## config.mk

```make
export PLATFORM = sky130hd
export DESIGN_NAME = thor_ifk_symbol_encoder_top
export DESIGN_NICKNAME = d
export VERILOG_FILES = /design/src/rtl/tise_pkg.sv /design/src/rtl/thor_ifk_symbol_encoder_top.sv
export SDC_FILE = /design/constraint.sdc
export NUM_CORES = 1
export LEC_CHECK = 0
export ABC_AREA = 1
export BUFFER_PORTS_ARGS = -buffer_cell sky130_fd_sc_hd__buf_4
export CORE_ASPECT_RATIO = 1.25
export CORE_MARGIN = 2
export CORE_UTILIZATION = 45
export CTS_CLUSTER_DIAMETER = 60
export CTS_CLUSTER_SIZE = 14
export DETAILED_ROUTE_END_ITERATION = 10
export PLACE_DENSITY = 0.64
export SYNTH_ARGS = -nofsm -noshare
export SYNTH_HDL_FRONTEND = slang
export SYNTH_SLANG_ARGS = --single-unit
```

## constraint.sdc

```tcl
create_clock -name clk -period 5 [get_ports clk]
set_clock_uncertainty 0.2 [all_clocks]
set_input_delay 0.25 -clock clk [delete_from_list [all_inputs] [get_ports clk]]
set_output_delay 0.25 -clock clk [all_outputs]
set_load 0.005 [all_outputs]
```

## src/rtl/tise_pkg.sv

```systemverilog
// shared constants for the thor ifk symbol encoder
package tise_pkg;

    // payload and register widths
    localparam int CODE_W    = 12;
    localparam int LEN_W     = 4;
    localparam int TONE_W    = 5;
    localparam int CFG_W     = 8;
    localparam int CFG_IDX_W = 2;
    localparam int ENC_W     = 8;
    localparam int PRE_CNT_W = 5;
    localparam int DATA_CNT_W = 3;

    // configuration register indexes
    localparam logic [CFG_IDX_W-1:0] REG_POLY_A       = 2'd0;
    localparam logic [CFG_IDX_W-1:0] REG_POLY_B       = 2'd1;
    localparam logic [CFG_IDX_W-1:0] REG_PREAMBLE_LEN = 2'd2;

    // reset values
    localparam logic [CFG_W-1:0] POLY_A_RESET       = 8'd109;
    localparam logic [CFG_W-1:0] POLY_B_RESET       = 8'd79;
    localparam logic [CFG_W-1:0] PREAMBLE_LEN_RESET = 8'd16;

    // per-request limits
    localparam logic [LEN_W-1:0]     MAX_BITS          = 4'd12;
    localparam logic [PRE_CNT_W-1:0] PREAMBLE_PER_ITEM = 5'd16;

    // parameter defaults
    localparam int INTERLEAVE_DEPTH_DEF = 10;
    localparam int TONE_COUNT_DEF       = 18;

endpackage

```

## src/rtl/thor_ifk_symbol_encoder_top.sv

```systemverilog
// thor ifk symbol encoder: preamble, convolutional coder, interleaver, tone stepping
//
//  channel   handshake              payload
//  -------   --------------------   ---------------------------
//  input     in_valid / in_stall    code_bits, code_length
//  output    out_valid / out_stall  tone, is_preamble, last
//  config    cfg_we                 cfg_index, cfg_data
//
// a request is accepted, then each preamble tone is sent, then each code bit is shifted
// through the encoder, with an interleaver read and a data tone after every second code bit
// after reset the interleaver rams are swept to zero over all 4*INTERLEAVE_DEPTH rows,
// with in_stall high
// a stalled output holds the preamble and data states in place; in_stall stays high
// until the request is done
module thor_ifk_symbol_encoder_top #(
    parameter int INTERLEAVE_DEPTH = tise_pkg::INTERLEAVE_DEPTH_DEF,
    parameter int TONE_COUNT       = tise_pkg::TONE_COUNT_DEF
) (
    input  logic                               clk,
    input  logic                               rst_n,
    input  logic                               in_valid,
    output logic                               in_stall,
    input  logic [tise_pkg::CODE_W-1:0]        code_bits,
    input  logic [tise_pkg::LEN_W-1:0]         code_length,
    output logic                               out_valid,
    input  logic                               out_stall,
    output logic [tise_pkg::TONE_W-1:0]        tone,
    output logic                               is_preamble,
    output logic                               last,
    input  logic                               cfg_we,
    input  logic [tise_pkg::CFG_IDX_W-1:0]     cfg_index,
    input  logic [tise_pkg::CFG_W-1:0]         cfg_data
);

    localparam int ROWS       = 4 * INTERLEAVE_DEPTH;
    localparam int RW         = $clog2(ROWS);
    localparam int TONE_STEPS = (TONE_COUNT + 16) / TONE_COUNT;
    localparam logic [RW:0]   ROWS_W   = (RW+1)'(ROWS);
    localparam logic [RW-1:0] ROW_LAST = RW'(ROWS - 1);
    localparam logic [5:0]    TC6      = 6'(TONE_COUNT);

    localparam logic [1:0] ST_IDLE = 2'd0;
    localparam logic [1:0] ST_PRE  = 2'd1;
    localparam logic [1:0] ST_BIT  = 2'd2;
    localparam logic [1:0] ST_DATA = 2'd3;

    logic [1:0]                       state_reg, state_next;
    logic                             clearing_reg;
    logic [RW-1:0]                    clr_reg;
    logic [tise_pkg::CFG_W-1:0]       poly_a_reg, poly_b_reg;
    logic [tise_pkg::CODE_W-1:0]      bits_reg, bits_next;
    logic [tise_pkg::LEN_W-1:0]       bits_left_reg, bits_left_next;
    logic [tise_pkg::PRE_CNT_W-1:0]   pre_cnt_reg, pre_cnt_next;
    logic [tise_pkg::DATA_CNT_W-1:0]  data_left_reg, data_left_next;
    logic [tise_pkg::TONE_W-1:0]      cur_tone_reg, cur_tone_next;
    logic [tise_pkg::CFG_W-1:0]       pre_left_reg, pre_left_next;
    logic [tise_pkg::ENC_W-1:0]       enc_reg, enc_next;
    logic [1:0]                       held_pair_reg, held_pair_next;
    logic                             pending_reg, pending_next;
    logic [RW-1:0]                    row_reg, row_next;
    logic                             out_valid_reg, out_valid_next;
    logic [tise_pkg::TONE_W-1:0]      tone_reg, tone_next;
    logic                             is_pre_reg, is_pre_next;
    logic                             last_reg, last_next;

    logic                             accept;
    logic                             out_free;
    logic [tise_pkg::LEN_W-1:0]       len_sat;
    logic [tise_pkg::CODE_W-1:0]      aligned;
    logic [tise_pkg::PRE_CNT_W-1:0]   pre_take;
    logic [tise_pkg::LEN_W:0]         pair_sum;
    logic [tise_pkg::ENC_W-1:0]       enc_shifted;
    logic [1:0]                       coded;
    logic [3:0]                       group;
    logic                             group_go;
    logic [2:0]                       rd_bits;
    logic [3:0]                       nib;
    logic [tise_pkg::TONE_W-1:0]      pre_tone_step;
    logic [tise_pkg::TONE_W-1:0]      data_tone_step;

    assign accept   = in_valid && !in_stall;
    assign in_stall = clearing_reg || (state_reg != ST_IDLE);
    assign out_free = !out_valid_reg || !out_stall;

    assign out_valid   = out_valid_reg;
    assign tone        = tone_reg;
    assign is_preamble = is_pre_reg;
    assign last        = last_reg;

    // request setup: saturate length, left-align the code word, split the preamble
    assign len_sat  = (code_length > tise_pkg::MAX_BITS) ? tise_pkg::MAX_BITS : code_length;
    assign aligned  = code_bits << (tise_pkg::MAX_BITS - len_sat);
    assign pre_take = (pre_left_reg > 8'(tise_pkg::PREAMBLE_PER_ITEM))
                      ? tise_pkg::PREAMBLE_PER_ITEM : pre_left_reg[tise_pkg::PRE_CNT_W-1:0];
    assign pair_sum = {1'b0, len_sat} + {{tise_pkg::LEN_W{1'b0}}, pending_reg};

    // convolutional coder on the next shift value
    assign enc_shifted = {enc_reg[tise_pkg::ENC_W-2:0], bits_reg[tise_pkg::CODE_W-1]};
    assign coded       = {^(enc_shifted & poly_a_reg), ^(enc_shifted & poly_b_reg)};
    assign group       = {held_pair_reg, coded};
    assign group_go    = (state_reg == ST_BIT) && pending_reg;

    // column 0 of the read row is the bit just written, the rest come from the rams
    assign nib = {held_pair_reg[1], rd_bits[0], rd_bits[1], rd_bits[2]};

    // preamble tone step
    always_comb
    begin
        logic [5:0] sum;
        sum = {1'b0, cur_tone_reg} + 6'd2;
        if (sum >= TC6)
        begin
            sum = sum - TC6;
        end
        pre_tone_step = sum[tise_pkg::TONE_W-1:0];
    end

    // data tone step: tone + 2 + nibble, reduced by repeated subtract
    always_comb
    begin
        logic [5:0] sum;
        sum = {1'b0, cur_tone_reg} + 6'd2 + {2'b00, nib};
        for (int i = 0; i < TONE_STEPS; i++)
        begin
            if (sum >= TC6)
            begin
                sum = sum - TC6;
            end
        end
        data_tone_step = sum[tise_pkg::TONE_W-1:0];
    end

    // interleaver rams, one per column 1..3, rows of the diagonal write
    genvar gj;
    generate
        for (gj = 0; gj < 3; gj++)
        begin : g_bank
            localparam logic [RW:0] OFS = (RW+1)'((gj + 1) * INTERLEAVE_DEPTH);
            logic          bank_ram [ROWS];
            logic [RW:0]   sum;
            logic [RW-1:0] waddr;
            logic          rd_bit_reg;

            assign sum   = {1'b0, row_reg} + OFS;
            assign waddr = clearing_reg ? clr_reg
                         : ((sum >= ROWS_W) ? RW'(sum - ROWS_W) : sum[RW-1:0]);

            always_ff @(posedge clk)
            begin
                if (clearing_reg || group_go)
                begin
                    bank_ram[waddr] <= clearing_reg ? 1'b0 : group[2 - gj];
                end
                if (group_go)
                begin
                    rd_bit_reg <= bank_ram[row_reg];
                end
            end

            assign rd_bits[gj] = rd_bit_reg;
        end
    endgenerate

    // sequencer
    always_comb
    begin
        state_next     = state_reg;
        bits_next      = bits_reg;
        bits_left_next = bits_left_reg;
        pre_cnt_next   = pre_cnt_reg;
        data_left_next = data_left_reg;
        cur_tone_next  = cur_tone_reg;
        pre_left_next  = pre_left_reg;
        enc_next       = enc_reg;
        held_pair_next = held_pair_reg;
        pending_next   = pending_reg;
        row_next       = row_reg;
        out_valid_next = out_valid_reg && out_stall;
        tone_next      = tone_reg;
        is_pre_next    = is_pre_reg;
        last_next      = last_reg;

        case (state_reg)
            ST_IDLE:
            begin
                if (accept)
                begin
                    bits_next      = aligned;
                    bits_left_next = len_sat;
                    pre_cnt_next   = pre_take;
                    pre_left_next  = pre_left_reg - 8'(pre_take);
                    data_left_next = pair_sum[tise_pkg::DATA_CNT_W:1];
                    if (pre_take != '0)
                    begin
                        state_next = ST_PRE;
                    end
                    else if (len_sat != '0)
                    begin
                        state_next = ST_BIT;
                    end
                end
            end
            ST_PRE:
            begin
                if (out_free)
                begin
                    out_valid_next = 1'b1;
                    tone_next      = cur_tone_reg;
                    is_pre_next    = 1'b1;
                    last_next      = (pre_cnt_reg == 5'd1) && (data_left_reg == '0);
                    cur_tone_next  = pre_tone_step;
                    pre_cnt_next   = pre_cnt_reg - 5'd1;
                    if (pre_cnt_reg == 5'd1)
                    begin
                        state_next = (bits_left_reg != '0) ? ST_BIT : ST_IDLE;
                    end
                end
            end
            ST_BIT:
            begin
                bits_next      = {bits_reg[tise_pkg::CODE_W-2:0], 1'b0};
                bits_left_next = bits_left_reg - 4'd1;
                enc_next       = enc_shifted;
                if (pending_reg)
                begin
                    pending_next = 1'b0;
                    state_next   = ST_DATA;
                end
                else
                begin
                    held_pair_next = coded;
                    pending_next   = 1'b1;
                    if (bits_left_reg == 4'd1)
                    begin
                        state_next = ST_IDLE;
                    end
                end
            end
            ST_DATA:
            begin
                if (out_free)
                begin
                    out_valid_next = 1'b1;
                    tone_next      = cur_tone_reg;
                    is_pre_next    = 1'b0;
                    last_next      = (data_left_reg == 3'd1);
                    cur_tone_next  = data_tone_step;
                    data_left_next = data_left_reg - 3'd1;
                    row_next       = (row_reg == ROW_LAST) ? '0 : row_reg + 1'b1;
                    state_next     = (bits_left_reg != '0) ? ST_BIT : ST_IDLE;
                end
            end
            default:
            begin
                state_next = ST_IDLE;
            end
        endcase
    end

    // control state
    always_ff @(posedge clk or negedge rst_n)
    begin
        if (!rst_n)
        begin
            state_reg     <= ST_IDLE;
            clearing_reg  <= 1'b1;
            clr_reg       <= '0;
            bits_left_reg <= '0;
            pre_cnt_reg   <= '0;
            data_left_reg <= '0;
            cur_tone_reg  <= '0;
            pre_left_reg  <= tise_pkg::PREAMBLE_LEN_RESET;
            enc_reg       <= '0;
            held_pair_reg <= '0;
            pending_reg   <= 1'b0;
            row_reg       <= '0;
            out_valid_reg <= 1'b0;
        end
        else
        begin
            state_reg     <= state_next;
            bits_left_reg <= bits_left_next;
            pre_cnt_reg   <= pre_cnt_next;
            data_left_reg <= data_left_next;
            cur_tone_reg  <= cur_tone_next;
            pre_left_reg  <= pre_left_next;
            enc_reg       <= enc_next;
            held_pair_reg <= held_pair_next;
            pending_reg   <= pending_next;
            row_reg       <= row_next;
            out_valid_reg <= out_valid_next;
            // ram clearing sweep
            if (clearing_reg)
            begin
                clr_reg <= (clr_reg == ROW_LAST) ? '0 : clr_reg + 1'b1;
                if (clr_reg == ROW_LAST)
                begin
                    clearing_reg <= 1'b0;
                end
            end
        end
    end

    // payload registers
    always_ff @(posedge clk)
    begin
        bits_reg   <= bits_next;
        tone_reg   <= tone_next;
        is_pre_reg <= is_pre_next;
        last_reg   <= last_next;
    end

    // configuration registers; preamble length only matters at reset, which loads
    // the reset constant into the preamble counter
    always_ff @(posedge clk or negedge rst_n)
    begin
        if (!rst_n)
        begin
            poly_a_reg <= tise_pkg::POLY_A_RESET;
            poly_b_reg <= tise_pkg::POLY_B_RESET;
        end
        else if (cfg_we)
        begin
            case (cfg_index)
                tise_pkg::REG_POLY_A:       poly_a_reg <= cfg_data;
                tise_pkg::REG_POLY_B:       poly_b_reg <= cfg_data;
                tise_pkg::REG_PREAMBLE_LEN: poly_a_reg <= poly_a_reg;
                default:                    poly_b_reg <= poly_b_reg;
            endcase
        end
    end

endmodule

```

### Word level (Yosys, flattened, before mapping)

Memory sizes are Yosys's and may differ from the RTL's. A register that Yosys moved wholly into a read port is not among the register bits.
Index checks and enable logic that the tools add are counted.

| cells by class | value |
|---|---|
| $add $sub $neg | 18 |
| multipliers | 0 |
| div/mod/pow operators | 0 |
| magnitude comparators | 7 |
| equality and inequality tests | 15 |
| shifts and indexed selects | 1 |
| multiplexer cells | 51 |
| bitwise gates (word level) | 3 |
| reduce and logical (&&, ||, !) cells | 35 |

Operator list:

| kind | number |
|---|---|
| 6-bit two-way mux | 8 |
| 5-bit two-way mux | 7 |
| 12-bit one-hot mux with 2 select lines | 1 |
| 7-bit by 6-bit greater-or-equal comparator with 1-bit output, second input constant | 3 |
| 5-bit one-hot mux with 2 select lines | 2 |
| 2-bit two-way mux | 9 |
| 6-bit subtractor, second input constant | 3 |
| 8-bit bitwise AND | 2 |
| 8-bit XOR reduction | 2 |
| 6-bit by 5-bit adder with 7-bit output, second input constant | 2 |
| 1-bit two-way mux | 14 |
| 2-bit AND reduction | 7 |
| 6-bit by 1-bit adder with 6-bit output, second input constant | 2 |
| 6-bit equality test, second input constant | 2 |
| 6-bit by 5-bit greater-or-equal comparator with 1-bit output, second input constant | 2 |
| 12-bit two-way mux | 1 |
| 12-bit by 4-bit << shifter with 12-bit output | 1 |
| 2-bit nonzero test | 5 |
| 5-bit subtractor, second input constant | 2 |
| 3-bit AND reduction | 3 |
| 8-bit by 5-bit > comparator with 1-bit output, second input constant | 1 |
| 4-bit two-way mux | 2 |
| 2-bit != test, second input constant | 4 |
| 2-bit one-hot mux with 4 select lines | 1 |
| 31 further kinds | 44 |

| word-level totals | value |
|---|---|
| register bits after elaboration | 86 |
| latch bits | 0 |
| RAM bits | 120 |
| ROM bits | 0 |
| logic and storage cells | 152 |
| memories | 3 |

Memories:

| name | words | bits a word | read ports | clocked after Yosys merged registers in | wr ports | RTL line | RTL |
|---|---|---|---|---|---|---|---|
| g_bank[0].bank_ram | 40 | 1 | 1 | 1 | 1 | thor_ifk_symbol_encoder_top.sv:139 | `logic bank_ram [ROWS];` |
| g_bank[1].bank_ram | 40 | 1 | 1 | 1 | 1 | thor_ifk_symbol_encoder_top.sv:139 |  |
| g_bank[2].bank_ram | 40 | 1 | 1 | 1 | 1 | thor_ifk_symbol_encoder_top.sv:139 |  |

### Longest topological paths before layout

| logic depth | value |
|---|---|
| depth after elaboration | 7 |
| depth in mapped cells | 21 |

### Worst setup path after synthesis

OpenSTA, ideal clock, no wires.

| path | value |
|---|---|
| kind | register to register |
| from | register row_reg[1] |
| to | memory g_bank[2].bank_ram[16] (enable) |
| arrival time | 2.418 ns |
| required time | 4.501 ns |
| slack | 2.084 ns |
| stages on the path, launching flop included | 16 |
| path buffers | 1 |
| period minus slack after synthesis | 2.916 ns |
| cells stage by stage | dfrtp_1 > inv_1 > clkbuf_1 > ha_1 > xnor2_1 > inv_1 > ha_1 > nand3_1 > nand2_1 > nand3_1 > nand2_1 > o21ai_1 > o21ai_4 > nor2_2 > nand2_2 > nor2_1 |

| on the way | value |
|---|---|
| word-level cells in the longest chain between the ends | 4 |
| elaborated cells between the ends (all ways) | 5 |

RTL lines:

| item | RTL line | RTL |
|---|---|---|
| start, declared | thor_ifk_symbol_encoder_top.sv:60 | `logic [RW-1:0] row_reg, row_next;` |
| start signal, assigned | thor_ifk_symbol_encoder_top.sv:290 | `row_reg <= row_next;` |
| 6-bit by 5-bit adder with 7-bit output (*) | thor_ifk_symbol_encoder_top.sv:144 | `assign sum = {1'b0, row_reg} + OFS;` |
| 6-bit subtractor / 7-bit by 6-bit greater-or-equal comparator with 1-bit output (equally long branches) | thor_ifk_symbol_encoder_top.sv:146 | `: ((sum >= ROWS_W) ? RW'(sum - ROWS_W) : sum[RW-1:0]);` |
| 6-bit two-way mux (*) | thor_ifk_symbol_encoder_top.sv:146 |  |
| 6-bit two-way mux (*) | thor_ifk_symbol_encoder_top.sv:145 | `assign waddr = clearing_reg ? clr_reg` |
| end, declared | thor_ifk_symbol_encoder_top.sv:139 |  |

Mark *: on every way between the ends. The rest lies on a longest branch, timed or not.

### Final worst setup path

| path | value |
|---|---|
| from | register row_reg[1] |
| to | memory g_bank[2].bank_ram[1] (enable) |

The elaborated chain is that of the path after synthesis.

==> results.json <==
{
  "ir_drop_v": 0.000353,
  "antenna_left": 0,
  "crit_type": "register to register",
  "power_density_mw_per_mm2": 633,
  "layout.nets": 1427,
  "fp-row-count": 65,
  "cp_slowest_stage_delay_ns": 0.62,
  "ys_ff_latch": 209,
  "cp_num_buf_inv": 2,
  "setup_ws_ns": 1.30,
  "mappedNetlistNets": 1391,
  "die-width_um": 146,
  "cts-resized-gates": 0,
  "relSlewSlack": 0.296,
  "area_growth_pct": 10.9,
  "end_kind": "register",
  "synthCells": 1325,
  "pre_cts_ws_ns": 1.30,
  "drtIter0Drc": 567,
  "switching_share": 0.447,
  "grt_pass1_vias": 8758,
  "tns_ns": 0,
  "utilization": 0.505,
  "grt-ovfl-total": 0,
  "place_area_mm2": 0.0120,
  "leakage_nw": 5.18,
  "synth_edf_count": 142,
  "yosysTopAreaCell": "edfxtp_1",
  "cts_buffer_depth": 3,
  "synth-main-ff-cell": "edfxtp_1",
  "totalWireLength_um": 26100,
  "antenna_found_initial": 0,
  "r2r_start": "row_reg[1]$_DFFE_PN0P_",
  "synth_warnings": 0,
  "setup_violations": 0,
  "hold_viol": 0,
  "status": "completed",
  "synth_seq_area_share": 0.523,
  "synthTopCellsByCount": "nand2_1, nor2_1, edfxtp_1",
  "multi_input_area_mm2": 0.00474,
  "power.switching_mw": 3.58,
  "synthTopCellsByArea": "edfxtp_1, dfrtp_1, nand2_1",
  "synth.most_common_cell": "nand2_1",
  "start_util": 0.455,
  "clk_latency_ns": 0.49,
  "die_h_um": 182,
  "gp_congestion": 0.889,
  "crit_start": "row_reg[1]$_DFFE_PN0P_",
  "drt-vias-per-instance": 5.26,
  "die_area_mm2": 0.0266,
  "cp-start-kind": "register",
  "path_clk_slew_ns": 0.06,
  "grt_pass1_wl_um": 42600,
  "pwr-share-seq": 0.348,
  "rsz0062_at_grt": "no",
  "grt_util_all_layers": 0.195,
  "drv_slew": 0,
  "clock-root-buffer": "clkbuf_16",
  "crit_path_max_fanout": 17,
  "drive_gt1_frac": 0.0983,
  "numCtsBuffers": 19,
  "slowest_stage": "dfrtp_1",
  "dp_hpwl_um": 17600,
  "wl_per_cell_um": 15.3,
  "layout_min_cycle_time_ns": 3.71,
  "clock-sinks": 209,
  "portBuffers": 39,
  "power_frac_clock": 0.170,
  "fmax_mhz": 270,
  "core-area_mm2": 0.0250,
  "hold_path.startpoint": "code_length[1]",
  "n_fill_cell": 2440,
  "antennaDiodeCount": 0,
  "drv_cap": 0,
  "ioPinCount": 40,
  "internal-power_mw": 4.42,
  "synth_top_cell_area_share": 0.374,
  "cp_top_family": "simple AND/OR/NAND/NOR gates",
  "grt_max_degree": 68,
  "largest_register_ffs": 120,
  "holdBufCountCts": 12,
  "cpMostUsedCell": "nand2_1",
  "postCtsSetupBuffers": 0,
  "cts.htree.levels": 1,
  "netlist_area_mm2": 0.0114,
  "ff_latch_area_mm2": 0.00596,
  "hold_ws_ns": 0.0713,
  "hp-class": "input port to register",
  "synthArstFlopShare": 0.321,
  "postLayoutCellArea_mm2": 0.0126,
  "routed-via-count": 8988,
  "cp.arrival_ns": 3.69,
  "postSynthAreaPerCell_um2": 8.60,
  "drc": 0,
  "tritoncts": "built",
  "worst_pin_slew_ns": 1.06,
  "finalCritPeriodShare": 0.741,
  "p_comb_frac": 0.482,
  "first_pass_iters": 7,
  "required_ns": 4.99,
  "synth_cell_types": 49,
  "crit_chain": "inv_1 -> ha_1 -> xnor2_1 -> inv_1 -> ha_1 -> nand3_1 -> nand2_1 -> nand3_1 -> nand2_1 -> xor2_1 -> nand2_1 -> nand2_2 -> nand3_2 -> nor2_1"
}
-- per-stage QoR --
stage	cells	total power, mW
2_1_floorplan	1325	5.68
3_3_place_gp	1663	6.59
3_5_place_dp	1663	6.65
4_1_cts	1708	8.04
5_1_grt	1708	8.62
6_report	1708	8.00
-- cells by family after synthesis --
family / share of synthesized area
buffers and inverters: 0.0620
flip-flops: 0.523
AO/OA/AOI/OAI: 0.117
adder cells (fa/ha/maj): 0.0391
XOR/XNOR: 0.0231
multiplexers: 0.00176
AND/OR/NAND/NOR: 0.234
other: 0.000329
-- cells in the final DEF, fill, tap and decap left out, types with 16 or more instances in the layout --
cell / n
buf_4: 48
nand3_1: 54
nor2_1: 237
inv_1: 115
nand2_1: 267
dfrtp_1: 54
ha_1: 34
nor3_1: 35
o211ai_1: 18
o22ai_1: 16
a21oi_1: 32
xor2_1: 16
clkbuf_16: 19
o21ai_0: 130
edfxtp_1: 142
-- worst paths after layout --
path                                                   end  slack [ns]  cells after the start
setup / recovery           g_bank[2].bank_ram[1]$_DFFE_PP_        1.30                     14
hold / removal                bits_left_reg[1]$_DFFE_PN0P_        0.07                      5
setup reg to reg           g_bank[2].bank_ram[1]$_DFFE_PP_        1.30                     14
hold reg to reg                  poly_a_reg[4]$_DFFE_PN0P_        0.28                      2
max in group asynchronous           row_reg[0]$_DFFE_PN0P_        3.75                      2
min in group asynchronous     bits_left_reg[1]$_DFFE_PN0P_        0.21                      2
-- per-layer routing --
metal,GRT usage,vias to the layer above,share of wire
met5,0,-,0
met4,0.0598,0,0.024
met3,0.0186,46,0.040
met2,0.364,209,0.52
met1,0.238,4247,0.42
li1,-,4486,-
-- cell type report --
cell class,count,area share
flip-flops and latches,209,0.471
multi-input cells,941,0.375
clock buffers,31,0.0428
inverters,130,0.0386
repair buffers,60,0.0380
well taps,335,0.0332
clock inverters,2,0.000990
-- tightest hold or removal path, delay by kind of cell --
family | cells | cell delay (ns)
AND/OR/NAND/NOR | 1 | 0.07
buffers and inverters | 2 | 0.19
AO/OA/AOI/OAI | 2 | 0.19
-- power groups by stage --
stage	sequential, mW	combinational (mW)	clock [mW]
5_1_grt	2.83	4.35	1.44
4_1_cts	2.79	3.86	1.40
6_report	2.78	3.85	1.36
3_5_place_dp	2.82	3.84	0
3_3_place_gp	2.81	3.77	0
2_1_floorplan	2.74	2.94	0
Note: power is estimated with default switching activity, not from simulation.
